$ cat config.mk
export PLATFORM = sky130hd
export DESIGN_NAME = uart_baud_divisor_search
export DESIGN_NICKNAME = d
export VERILOG_FILES = /design/src/rtl/core/ubds_pkg.sv /design/src/rtl/core/ubds_div.sv /design/src/rtl/core/uart_baud_divisor_search.sv
export SDC_FILE = /design/constraint.sdc
export NUM_CORES = 1
export LEC_CHECK = 0
export ABC_AREA = 1
export BUFFER_PORTS_ARGS = -buffer_cell sky130_fd_sc_hd__buf_2
export CAP_MARGIN = 25
export CELL_PAD_IN_SITES_DETAIL_PLACEMENT = 1
export CELL_PAD_IN_SITES_GLOBAL_PLACEMENT = 2
export CORE_ASPECT_RATIO = 0.5
export CORE_UTILIZATION = 30
export CTS_CLUSTER_SIZE = 16
export DETAILED_ROUTE_END_ITERATION = 8
export GPL_ROUTABILITY_DRIVEN = 0
export GPL_TIMING_DRIVEN = 0
export PLACE_DENSITY = 0.75
export SETUP_SLACK_MARGIN = 0.4
export SYNTH_ARGS = -nofsm -noshare
export SYNTH_HDL_FRONTEND = slang
export SYNTH_SLANG_ARGS = --single-unit
$ cat constraint.sdc
create_clock -name clk -period 11.4 [get_ports clk]
set_input_delay 2.28 -clock clk [delete_from_list [all_inputs] [get_ports clk]]
set_output_delay 2.28 -clock clk [all_outputs]
set_load 0.02 [all_outputs]
$ cat src/rtl/core/ubds_pkg.sv
// ----------------------------------------------------------------------------
// ubds_pkg
// Shared widths and constants for the UART baud divisor search.
// ----------------------------------------------------------------------------
package ubds_pkg;

  localparam int CLK_W   = 26;  // reference clock register
  localparam int BAUD_W  = 26;  // requested baud rate
  localparam int OSC_W   = 6;   // oversampling factor
  localparam int DIV_W   = 26;  // quotient / reported divisor
  localparam int CAND_W  = DIV_W + 1;      // nominal + 1 may carry out
  localparam int PROD_W  = OSC_W + CAND_W; // osc * candidate
  localparam int CNT_W   = $clog2(DIV_W);
  localparam int ERR_W   = DIV_W + 7;      // error scaled by 100

  localparam int MAX_OVERSAMPLE_DEF = 32;
  localparam logic [CLK_W-1:0] CLOCK_RESET = CLK_W'(40000000);
  localparam logic [6:0] ERR_SCALE = 7'd100;
  localparam logic [2:0] TOL_SCALE = 3'd5;

  localparam int CFG_ADDR_W = 3;
  localparam logic [CFG_ADDR_W-1:0] REG_CLOCK_HZ = 3'h0;

endpackage

$ cat src/rtl/core/ubds_div.sv
// ----------------------------------------------------------------------------
// ubds_div
// Restoring divider, one quotient bit per cycle.
// ----------------------------------------------------------------------------
module ubds_div (
  input  logic                             clk,
  input  logic                             rst_n,
  input  logic                             start_i,
  input  logic [ubds_pkg::CLK_W-1:0]       dividend_i,
  input  logic [ubds_pkg::PROD_W-1:0]      divisor_i,
  output logic                             done_o,
  output logic [ubds_pkg::DIV_W-1:0]       quotient_o
);

  logic                            busy_r;
  logic                            done_r;
  logic [ubds_pkg::CNT_W-1:0]      cnt_r;
  logic [ubds_pkg::PROD_W-1:0]     rem_r;
  logic [ubds_pkg::PROD_W-1:0]     rem_nxt;
  logic [ubds_pkg::PROD_W-1:0]     dsr_r;
  logic [ubds_pkg::DIV_W-1:0]      quo_r;
  logic [ubds_pkg::PROD_W:0]       trial;
  logic [ubds_pkg::PROD_W:0]       diff;
  logic                            qbit;

  // shift the next dividend bit into the partial remainder
  assign trial   = {rem_r, quo_r[ubds_pkg::DIV_W-1]};
  assign diff    = trial - {1'b0, dsr_r};
  assign qbit    = (trial >= {1'b0, dsr_r});
  assign rem_nxt = qbit ? diff[ubds_pkg::PROD_W-1:0] : trial[ubds_pkg::PROD_W-1:0];

  always_ff @(posedge clk) begin
    if (!rst_n) begin
      busy_r <= 1'b0;
      done_r <= 1'b0;
      cnt_r  <= '0;
    end else begin
      done_r <= 1'b0;
      if (start_i) begin
        busy_r <= 1'b1;
        cnt_r  <= '0;
      end else if (busy_r) begin
        cnt_r <= cnt_r + 1'b1;
        if (cnt_r == ubds_pkg::CNT_W'(ubds_pkg::DIV_W - 1)) begin
          busy_r <= 1'b0;
          done_r <= 1'b1;
        end
      end
    end
  end

  // dividend bits leave from the top of quo_r as quotient bits enter below
  always_ff @(posedge clk) begin
    if (start_i) begin
      rem_r <= '0;
      quo_r <= ubds_pkg::DIV_W'(dividend_i);
      dsr_r <= divisor_i;
    end else if (busy_r) begin
      rem_r <= rem_nxt;
      quo_r <= {quo_r[ubds_pkg::DIV_W-2:0], qbit};
    end
  end

  assign done_o     = done_r;
  assign quotient_o = quo_r;

  a_done_after_busy: assert property (@(posedge clk) disable iff (!rst_n)
    done_r |-> $past(busy_r))
    else $error("divider done without a running division");

  a_no_restart: assert property (@(posedge clk) disable iff (!rst_n)
    busy_r && !start_i |=> busy_r || done_r)
    else $error("division dropped before completion");

  a_rem_bound: assert property (@(posedge clk) disable iff (!rst_n)
    busy_r && !start_i |=> (rem_r < dsr_r) || dsr_r == '0)
    else $error("partial remainder out of range");

endmodule

$ cat src/rtl/core/uart_baud_divisor_search.sv
// ----------------------------------------------------------------------------
// uart_baud_divisor_search
// From acceptance to out_valid: a zero baud rate goes to the result with no
// division; otherwise each oversampling factor, from MAX_OVERSAMPLE down to 1,
// takes up to 4 divisions (the nominal divisor, then up to 3 candidates), and a
// result also waits while a previous one sits stalled. Throughput: one transaction at a
// time, set by the bit-serial divider (26 quotient bits, one per cycle).
// Reset: synchronous, active low; clock_hz returns to 40000000, no result.
// ----------------------------------------------------------------------------
module uart_baud_divisor_search #(
  parameter int MAX_OVERSAMPLE = ubds_pkg::MAX_OVERSAMPLE_DEF
) (
  input  logic                                clk,
  input  logic                                rst_n,
  input  logic                                in_valid,
  output logic                                in_stall,
  input  logic [ubds_pkg::BAUD_W-1:0]         in_baud_rate,
  output logic                                out_valid,
  input  logic                                out_stall,
  output logic [ubds_pkg::OSC_W-1:0]          out_oversample,
  output logic [ubds_pkg::DIV_W-1:0]          out_divisor,
  output logic                                out_found,
  input  logic                                cfg_psel,
  input  logic                                cfg_penable,
  input  logic                                cfg_pwrite,
  input  logic [ubds_pkg::CFG_ADDR_W-1:0]     cfg_paddr,
  input  logic [31:0]                         cfg_pwdata,
  output logic [31:0]                         cfg_prdata,
  output logic                                cfg_pready
);

  typedef enum logic [5:0] {
    ST_IDLE       = 6'b000001,
    ST_NOM_START  = 6'b000010,
    ST_NOM_WAIT   = 6'b000100,
    ST_CAND_START = 6'b001000,
    ST_CAND_WAIT  = 6'b010000,
    ST_FINISH     = 6'b100000
  } state_t;

  localparam logic [ubds_pkg::OSC_W-1:0] OSC_TOP = ubds_pkg::OSC_W'(MAX_OVERSAMPLE);

  state_t                          state_r, state_nxt;
  logic [ubds_pkg::CLK_W-1:0]      clock_hz_r;
  logic [ubds_pkg::BAUD_W-1:0]     baud_r, baud_nxt;
  logic [ubds_pkg::OSC_W-1:0]      osc_r, osc_nxt;
  logic [1:0]                      k_r, k_nxt;
  logic [ubds_pkg::DIV_W-1:0]      nom_r, nom_nxt;
  logic [ubds_pkg::OSC_W-1:0]      res_osc_r, res_osc_nxt;
  logic [ubds_pkg::DIV_W-1:0]      res_div_r, res_div_nxt;
  logic                            res_found_r, res_found_nxt;
  logic                            out_valid_r, out_valid_nxt;
  logic [ubds_pkg::OSC_W-1:0]      out_osc_r, out_osc_nxt;
  logic [ubds_pkg::DIV_W-1:0]      out_div_r, out_div_nxt;
  logic                            out_found_r, out_found_nxt;

  logic                            in_acc;
  logic                            cfg_wr;
  logic [ubds_pkg::CAND_W-1:0]     cand;
  logic [ubds_pkg::CAND_W-1:0]     mul_b;
  logic [ubds_pkg::PROD_W-1:0]     prod;
  logic                            div_start;
  logic                            div_done;
  logic [ubds_pkg::DIV_W-1:0]      quot;
  logic [ubds_pkg::DIV_W-1:0]      err;
  logic [ubds_pkg::ERR_W-1:0]      err_scaled;
  logic [ubds_pkg::ERR_W-1:0]      tol_scaled;
  logic                            pass;

  assign in_stall   = (state_r != ST_IDLE);
  assign in_acc     = in_valid && !in_stall;
  assign cfg_pready = 1'b1;
  assign cfg_wr     = cfg_psel && cfg_penable && cfg_pwrite;

  assign cfg_prdata = (cfg_paddr == ubds_pkg::REG_CLOCK_HZ) ? 32'(clock_hz_r) : '0;

  always_ff @(posedge clk) begin
    if (!rst_n) begin
      clock_hz_r <= ubds_pkg::CLOCK_RESET;
    end else if (cfg_wr && cfg_paddr == ubds_pkg::REG_CLOCK_HZ) begin
      clock_hz_r <= cfg_pwdata[ubds_pkg::CLK_W-1:0];
    end
  end

  // candidate = nominal - 1 + k
  assign cand  = {1'b0, nom_r} + ubds_pkg::CAND_W'(k_r) - ubds_pkg::CAND_W'(1);
  assign mul_b = (state_r == ST_NOM_START) ? ubds_pkg::CAND_W'(baud_r) : cand;
  assign prod  = ubds_pkg::PROD_W'(osc_r) * ubds_pkg::PROD_W'(mul_b);

  assign div_start = (state_r == ST_NOM_START) ||
                     (state_r == ST_CAND_START && cand != '0);

  ubds_div u_div (
    .clk        (clk),
    .rst_n      (rst_n),
    .start_i    (div_start),
    .dividend_i (clock_hz_r),
    .divisor_i  (prod),
    .done_o     (div_done),
    .quotient_o (quot)
  );

  // within 5 percent: |actual - baud| * 100 < baud * 5
  assign err        = (quot > baud_r) ? quot - baud_r : baud_r - quot;
  assign err_scaled = ubds_pkg::ERR_W'(err) * ubds_pkg::ERR_W'(ubds_pkg::ERR_SCALE);
  assign tol_scaled = ubds_pkg::ERR_W'(baud_r) * ubds_pkg::ERR_W'(ubds_pkg::TOL_SCALE);
  assign pass       = (err_scaled < tol_scaled);

  always_comb begin
    state_nxt     = state_r;
    baud_nxt      = baud_r;
    osc_nxt       = osc_r;
    k_nxt         = k_r;
    nom_nxt       = nom_r;
    res_osc_nxt   = res_osc_r;
    res_div_nxt   = res_div_r;
    res_found_nxt = res_found_r;
    out_valid_nxt = out_valid_r && out_stall;
    out_osc_nxt   = out_osc_r;
    out_div_nxt   = out_div_r;
    out_found_nxt = out_found_r;

    case (state_r)
      ST_IDLE: begin
        if (in_acc) begin
          baud_nxt      = in_baud_rate;
          osc_nxt       = OSC_TOP;
          res_osc_nxt   = '0;
          res_div_nxt   = '0;
          res_found_nxt = 1'b0;
          state_nxt     = (in_baud_rate == '0) ? ST_FINISH : ST_NOM_START;
        end
      end
      ST_NOM_START: begin
        state_nxt = ST_NOM_WAIT;
      end
      ST_NOM_WAIT: begin
        if (div_done) begin
          nom_nxt = quot;
          k_nxt   = '0;
          if (quot != '0) begin
            state_nxt = ST_CAND_START;
          end else if (osc_r == ubds_pkg::OSC_W'(1)) begin
            state_nxt = ST_FINISH;
          end else begin
            osc_nxt   = osc_r - 1'b1;
            state_nxt = ST_NOM_START;
          end
        end
      end
      ST_CAND_START: begin
        // a zero candidate only occurs for nominal 1, first try
        if (cand == '0) begin
          k_nxt = k_r + 1'b1;
        end else begin
          state_nxt = ST_CAND_WAIT;
        end
      end
      ST_CAND_WAIT: begin
        if (div_done) begin
          if (pass) begin
            res_osc_nxt   = osc_r;
            res_div_nxt   = cand[ubds_pkg::DIV_W-1:0];
            res_found_nxt = 1'b1;
            state_nxt     = ST_FINISH;
          end else if (k_r != 2'd2) begin
            k_nxt     = k_r + 1'b1;
            state_nxt = ST_CAND_START;
          end else if (osc_r == ubds_pkg::OSC_W'(1)) begin
            state_nxt = ST_FINISH;
          end else begin
            osc_nxt   = osc_r - 1'b1;
            state_nxt = ST_NOM_START;
          end
        end
      end
      ST_FINISH: begin
        if (!out_valid_r || !out_stall) begin
          out_valid_nxt = 1'b1;
          out_osc_nxt   = res_osc_r;
          out_div_nxt   = res_div_r;
          out_found_nxt = res_found_r;
          state_nxt     = ST_IDLE;
        end
      end
      default: begin
        state_nxt = ST_IDLE;
      end
    endcase
  end

  always_ff @(posedge clk) begin
    if (!rst_n) begin
      state_r     <= ST_IDLE;
      out_valid_r <= 1'b0;
    end else begin
      state_r     <= state_nxt;
      out_valid_r <= out_valid_nxt;
    end
  end

  always_ff @(posedge clk) begin
    baud_r      <= baud_nxt;
    osc_r       <= osc_nxt;
    k_r         <= k_nxt;
    nom_r       <= nom_nxt;
    res_osc_r   <= res_osc_nxt;
    res_div_r   <= res_div_nxt;
    res_found_r <= res_found_nxt;
    out_osc_r   <= out_osc_nxt;
    out_div_r   <= out_div_nxt;
    out_found_r <= out_found_nxt;
  end

  assign out_valid      = out_valid_r;
  assign out_oversample = out_osc_r;
  assign out_divisor    = out_div_r;
  assign out_found      = out_found_r;

  a_found_fields: assert property (@(posedge clk) disable iff (!rst_n)
    out_valid_r && out_found_r |-> out_osc_r != '0 && out_div_r != '0)
    else $error("found result with a zero field");

  a_miss_fields: assert property (@(posedge clk) disable iff (!rst_n)
    out_valid_r && !out_found_r |-> out_osc_r == '0 && out_div_r == '0)
    else $error("missed search reports nonzero fields");

  a_done_in_wait: assert property (@(posedge clk) disable iff (!rst_n)
    div_done |-> state_r == ST_NOM_WAIT || state_r == ST_CAND_WAIT)
    else $error("division finished outside a wait state");

  a_osc_range: assert property (@(posedge clk) disable iff (!rst_n)
    state_r == ST_NOM_START |-> osc_r != '0 && osc_r <= OSC_TOP)
    else $error("oversampling factor out of range");

  a_cand_k: assert property (@(posedge clk) disable iff (!rst_n)
    state_r == ST_CAND_START || state_r == ST_CAND_WAIT |-> k_r != 2'd3)
    else $error("candidate index overran");

endmodule
Word level (Yosys, flattened, before mapping). Index checks and enable logic that the tools add are counted.

Memories kept: 0. Output and inout bits: 68. Bits in writable memories: 0. Bits in registers: 258. Input bits: 68. ROM bits: 0. Word-level logic and storage cells: 134. Latch bits: 0.

Shift-type cells: 0. Div/mod/pow operators: 0. $lt $le $gt $ge: 3. Bitwise logic cells: 2. Add/subtract/negate cells: 8. Mux-type cells: 49. Eq/ne operators: 21. Multiply operators: 3. Reduce and logical (&&, ||, !) cells: 29.

Operator list (number): 26-bit two-way mux (7); 6-bit two-way mux (20); 26-bit case mux with 2 select lines (1); 26-bit subtractor (2); 6-bit case mux with 6 select lines (1); 34-bit by 33-bit >= comparator with 1-bit output (1); 33-bit by 29-bit less-than comparator with 1-bit output (1); 6-bit by 27-bit multiplier with 33-bit output (1); 33-bit two-way mux (1); 33-bit subtractor (1); 26-bit by 5-bit multiplier with 31-bit output, second input constant (1); 26-bit by 3-bit multiplier with 29-bit output, second input constant (1); 26-bit by 2-bit adder with 27-bit output (1); 27-bit logical NOT (1); 27-bit two-way mux (1); 27-bit nonzero test (1); 27-bit by 1-bit subtractor with 27-bit output, second input constant (1); 26-bit greater-than comparator (1); 26-bit logical NOT (1); 26-bit nonzero test (1); 2-bit != test, second input constant (9); 6-bit case mux with 3 select lines (1); 6-bit by 1-bit == test with 1-bit output, second input constant (2); 6-bit case mux with 2 select lines (1); other kinds (29) (56).

Longest topological paths before layout.
Depth in word-level cells: 7. Mapped depth: 48. Depth with buffers taken out: 45.

Modules after synthesis. From an unflattened synthesis, not the netlist that was laid out.

Cells, all modules: 3514. Area, all modules: 26520.4 sq um.

Modules (own cells, without submodules): uart_baud_divisor_search (times used 1, cells an instance 2521, area an instance 19717.7 sq um, seq. area each 4444.3 sq um); ubds_div (times used 1, cells an instance 993, area an instance 6802.8 sq um, seq. area each 2572.5 sq um).

Least setup slack after synthesis. No wires, ideal clock.

Path type: flip-flop to flip-flop. From: register baud_r[4] (netlist bit). To: register res_div_r[0] (netlist bit) (enable). Data required time: 10980 ps. Stages on the path, launching flop included: 45. Setup slack: 3287 ps. Arrival time: 7692 ps. Cells stage by stage: edfxtp_1 -> inv_1 -> ha_1 -> clkbuf_2 -> nand2_1 -> inv_1 -> nand2_1 -> nand2_1 -> nand2_1 -> nand3_1 -> nand2_1 -> nand3_2 -> nand2_2 -> buf_6 -> buf_4 -> buf_2 -> mux2i_1 -> xnor2_1 -> (+9 left out) -> o21ai_1 -> inv_1 -> o21ai_1 -> nand4_1 -> nand2_1 -> nand3_1 -> nand2_1 -> a21oi_1 -> xnor2_1 -> ha_1 -> nand4_1 -> nor4_1 -> and3_1 -> nand4_1 -> nand4_1 -> nor2_1 -> nand3_2 -> a211oi_2.

Cells in the longest elaborated chain, start to end: 6. Elaborated cells between the ends (all ways): 9.

Ends and longest elaborated chain: from (decl) (RTL line uart_baud_divisor_search.sv:45) `logic [ubds_pkg::BAUD_W-1:0] baud_r, baud_nxt;`; from (signal assigned) (RTL line uart_baud_divisor_search.sv:203) `baud_r <= baud_nxt;`; 26-bit subtractor / 26-bit greater-than comparator (equally long branches) (RTL line uart_baud_divisor_search.sv:104) `assign err = (quot > baud_r) ? quot - baud_r : baud_r - quot;`; 26-bit two-way mux (RTL line uart_baud_divisor_search.sv:104); 26-bit by 5-bit multiplier with 31-bit output (RTL line uart_baud_divisor_search.sv:105) `assign err_scaled = ubds_pkg::ERR_W'(err) * ubds_pkg::ERR_W'(ubds_pkg::ERR_SCALE);`; 33-bit by 29-bit less-than comparator with 1-bit output * (RTL line uart_baud_divisor_search.sv:107) `assign pass = (err_scaled < tol_scaled);`; 2-bit != test (no source line) *; 4-bit AND reduction (no source line) *; to (signal assigned) (RTL line uart_baud_divisor_search.sv:208) `res_div_r <= res_div_nxt;`; to (decl) (RTL line uart_baud_divisor_search.sv:50) `logic [ubds_pkg::DIV_W-1:0] res_div_r, res_div_nxt;`.

Mark *: on every way between the ends. The rest lies on a longest branch, timed or not. A chain may end at the register's enable or synchronous reset.

Worst setup path after layout.
From: register baud_r[6] (netlist bit). To: register res_div_r[25] (netlist bit) (enable).

Same word-level chain as after synthesis.

==> key figures <==
Yosys
  • Mapped Cells: approximately 3,200
  • Yosys top cell area share: 21.6%
  • Mapped Area: 0.0257 mm^2
  • Synth Warn #: 0
  • Flops & latches, synth: between 200 and 300
  • Count leader, synth: inv_1
  • Asr flop ratio synth: 0%
  • Top post-synthesis cells by area: edfxtp_1 (22%), ha_1 (15%), fa_1 (9.8%), inv_1 (8.7%), nand2_1 (8.6%)
  • Register area share after synthesis: a little over a quarter
  • Number of synthesized flops with an enable pin: between 150 and 200
  • Synth area leader: edfxtp_1
  • Post-synth top cells: inv_1 (594), nand2_1 (588), ha_1 (314), a21oi_1 (265), nor2_1 (246)
  • Avg Inst Size Synth: approximately 8 um^2
  • Synth cell types: 65
  • Main synth FF type: edfxtp_1

Clocking
  • TritonCTS clock tree: built
  • # clock sinks: approximately 260
  • Clock tree buffer depth: 3
  • H-tree depth: 1
  • Num CTS Buffers: 30
  • Clk slew on worst S/H paths: roughly 0.06 ns
  • Clock Tree Root: clkbuf_16
  • Clock latency on the worst-skew pair: approximately 0.58 ns
  • Resized cells post-CTS: 0
  • CTS Hold Bufs: 0

Floorplanning
  • Die ar.: approximately 0.087 mm^2
  • Core Area: 0.0844 mm^2
  • Width of the die: between 400 and 500 um
  • Die extent in y: 209 um
  • Initial Utilization: a little under a third
  • Io pins: approximately 140
  • Rows: 75

Drt
  • DR WL/cell: 18.2 um
  • Remaining DRCs: 0
  • DR vias/cell: approximately 4.8
  • Drt total wl: around 83 mm
  • Vias: roughly 22,000
  • Post-route ant nets: 0
  • Iter 0 DRT Violations: between 800 and 900
  • DRT Pass-1 Iters: 4

Placed design
  • PortBufs: 122
  • HPWL after detailed placement: ~70 mm

STA
  • FMAX: about 100 MHz
  • Final period util: ~88%
  • RSZ-0062 raised after global routing: no
  • Crit path time final: approximately 10 ns
  • Tightest Pin Transition: between 1 and 1.5 ns
  • Worst relative slew slack: roughly a quarter
  • Final Hold Vio Count: 0
  • Final slew viol count: 0
  • # setup viols final: 0
  • Clk_skew: 0.0134 ns

Global route
  • Initial antenna violation count: 4
  • Vias in the first global route: between 20,000 and 25,000
  • Total global routing overflow: 0
  • Global-route wire length before repair: between 100 and 150 mm
  • Gr usage total: 18.9%
  • Largest net degree at the start of global routing: 43

Run
  • Max Cap Viol: 0

Critical path
  • Crit path arrival time: approximately 10 ns
  • R2R depth: 44
  • Max incr delay on CP: roughly 0.63 ns
  • CP top delay family: simple AND/OR/NAND/NOR gates
  • Levels on crit path: 44
  • Slowest CP cell: edfxtp_1
  • WP data required: approximately 12 ns
  • CP max FO: 19
  • Crit path launch type: flop
  • CP bufs+invs: 10
  • Critical Path End Type: flop
  • Crit path kind: reg -> reg

Cells and area
  • Share of cells above drive strength 1: under 10%
  • Area growth, synth to finish: 12.4%
  • Final Util: roughly a third
  • Post-layout net count: 3,908

Outcome
  • Outcome: finished, final reports clean

Hold path
  • Worst hold stages: 0
  • Worst min-delay path class: reg -> reg
==> metrics by stage <==
step	area (um^2)	instances	setup WS [ns]	hold slack (ns)	TNS [ns]
final	28900	4544	1.42	0.414	0
after global routing	28900	4544	0.702	0.423	0
after CTS	28900	4535	0.802	0.414	0
after detailed placement	27900	4479	0.847	0.406	0
after global placement	27800	4474	-0.273	0.403	-8.82
after floorplan	25700	3236	3.29	0.400	0
==> path summary, 6_finish.rpt <==
kind,start,slack [ns],end
max,baud_r[6],1.42,res_div_r[25]
max reg2reg,baud_r[6],1.42,res_div_r[25]
min reg2reg,res_div_r[6],0.41,out_divisor[6]
min,res_div_r[6],0.41,out_divisor[6]
==> logic make-up (layout without fill, tap and decap cells) <==
| family | Yosys count | in the layout | share of synthesized area, % |
|---|---|---|---|
| flip-flops | 258 | 258 | 27.3 |
| buffers and inverters | 682 | 870 | 10.5 |
| adder cells (fa/ha/maj) | 440 | 440 | 25.1 |
| other | 2 | 11 | 0.0292 |
| XOR/XNOR | 164 | 164 | 5.58 |
| AND/OR/NAND/NOR | 1094 | 1094 | 17.9 |
| multiplexers | 2 | 2 | 0.0778 |
| AO/OA/AOI/OAI | 589 | 589 | 13.6 |
==> state kept, by name, summed over array words and instances, names as in the netlist, 6 cells and up <==
register          count
u_div.dsr_r          33
u_div.rem_r          33
baud_r               26
clock_hz_r           26
nom_r                26
out_divisor          26
res_div_r            26
u_div.quotient_o     26
osc_r                 6
out_oversample        6
res_osc_r             6
state_r               6
==> layout by cell type (no fill, tap or decap), types with 19 or more instances in the layout <==
| cell | synthesis | layout |
|---|---|---|
| buf_4 | 15 | 20 |
| clkbuf_16 | 0 | 32 |
| xor2_1 | 113 | 113 |
| o21ai_0 | 174 | 174 |
| xnor2_1 | 51 | 51 |
| nor3_1 | 30 | 30 |
| ha_1 | 314 | 314 |
| fa_1 | 126 | 126 |
| edfxtp_1 | 185 | 185 |
| dfxtp_1 | 73 | 73 |
| nand4_1 | 43 | 43 |
| nand3_1 | 135 | 135 |
| buf_2 | 9 | 132 |
| inv_1 | 594 | 594 |
| clkbuf_1 | 42 | 47 |
| o22ai_2 | 28 | 28 |
| nor4_1 | 19 | 19 |
| nor2_1 | 246 | 243 |
| a21oi_1 | 265 | 265 |
| nand2_1 | 588 | 588 |
==> per-layer routing <==
| metal | GRT usage (%) | part of all wire [%] |
|---|---|---|
| met5 | 0 | 0 |
| met4 | 4.86 | 2.5 |
| met3 | 1.53 | 2.0 |
| met2 | 34.5 | 50 |
| met1 | 24.0 | 46 |
==> final cells by class <==
type                       instances  area, um^2
clock inverter                    17         175
inverter                         602        2260
tap                             1116        1400
timing repair buffer             132         731
antenna                            4        10.0
multi-input combinational       2296       16100
buffer                            80         430
sequential                       258        7020
clock buffer                      39         847
fill                           10200       55400
==> what timing repair did <==
item	in CTS	in global routing
hold endpoints to repair	0	0
setup endpoints to repair	0	19
setup buffers	0	5
Power is not shown: default switching activity piles up to over one toggle a cycle in this logic, so the estimate is an artifact.
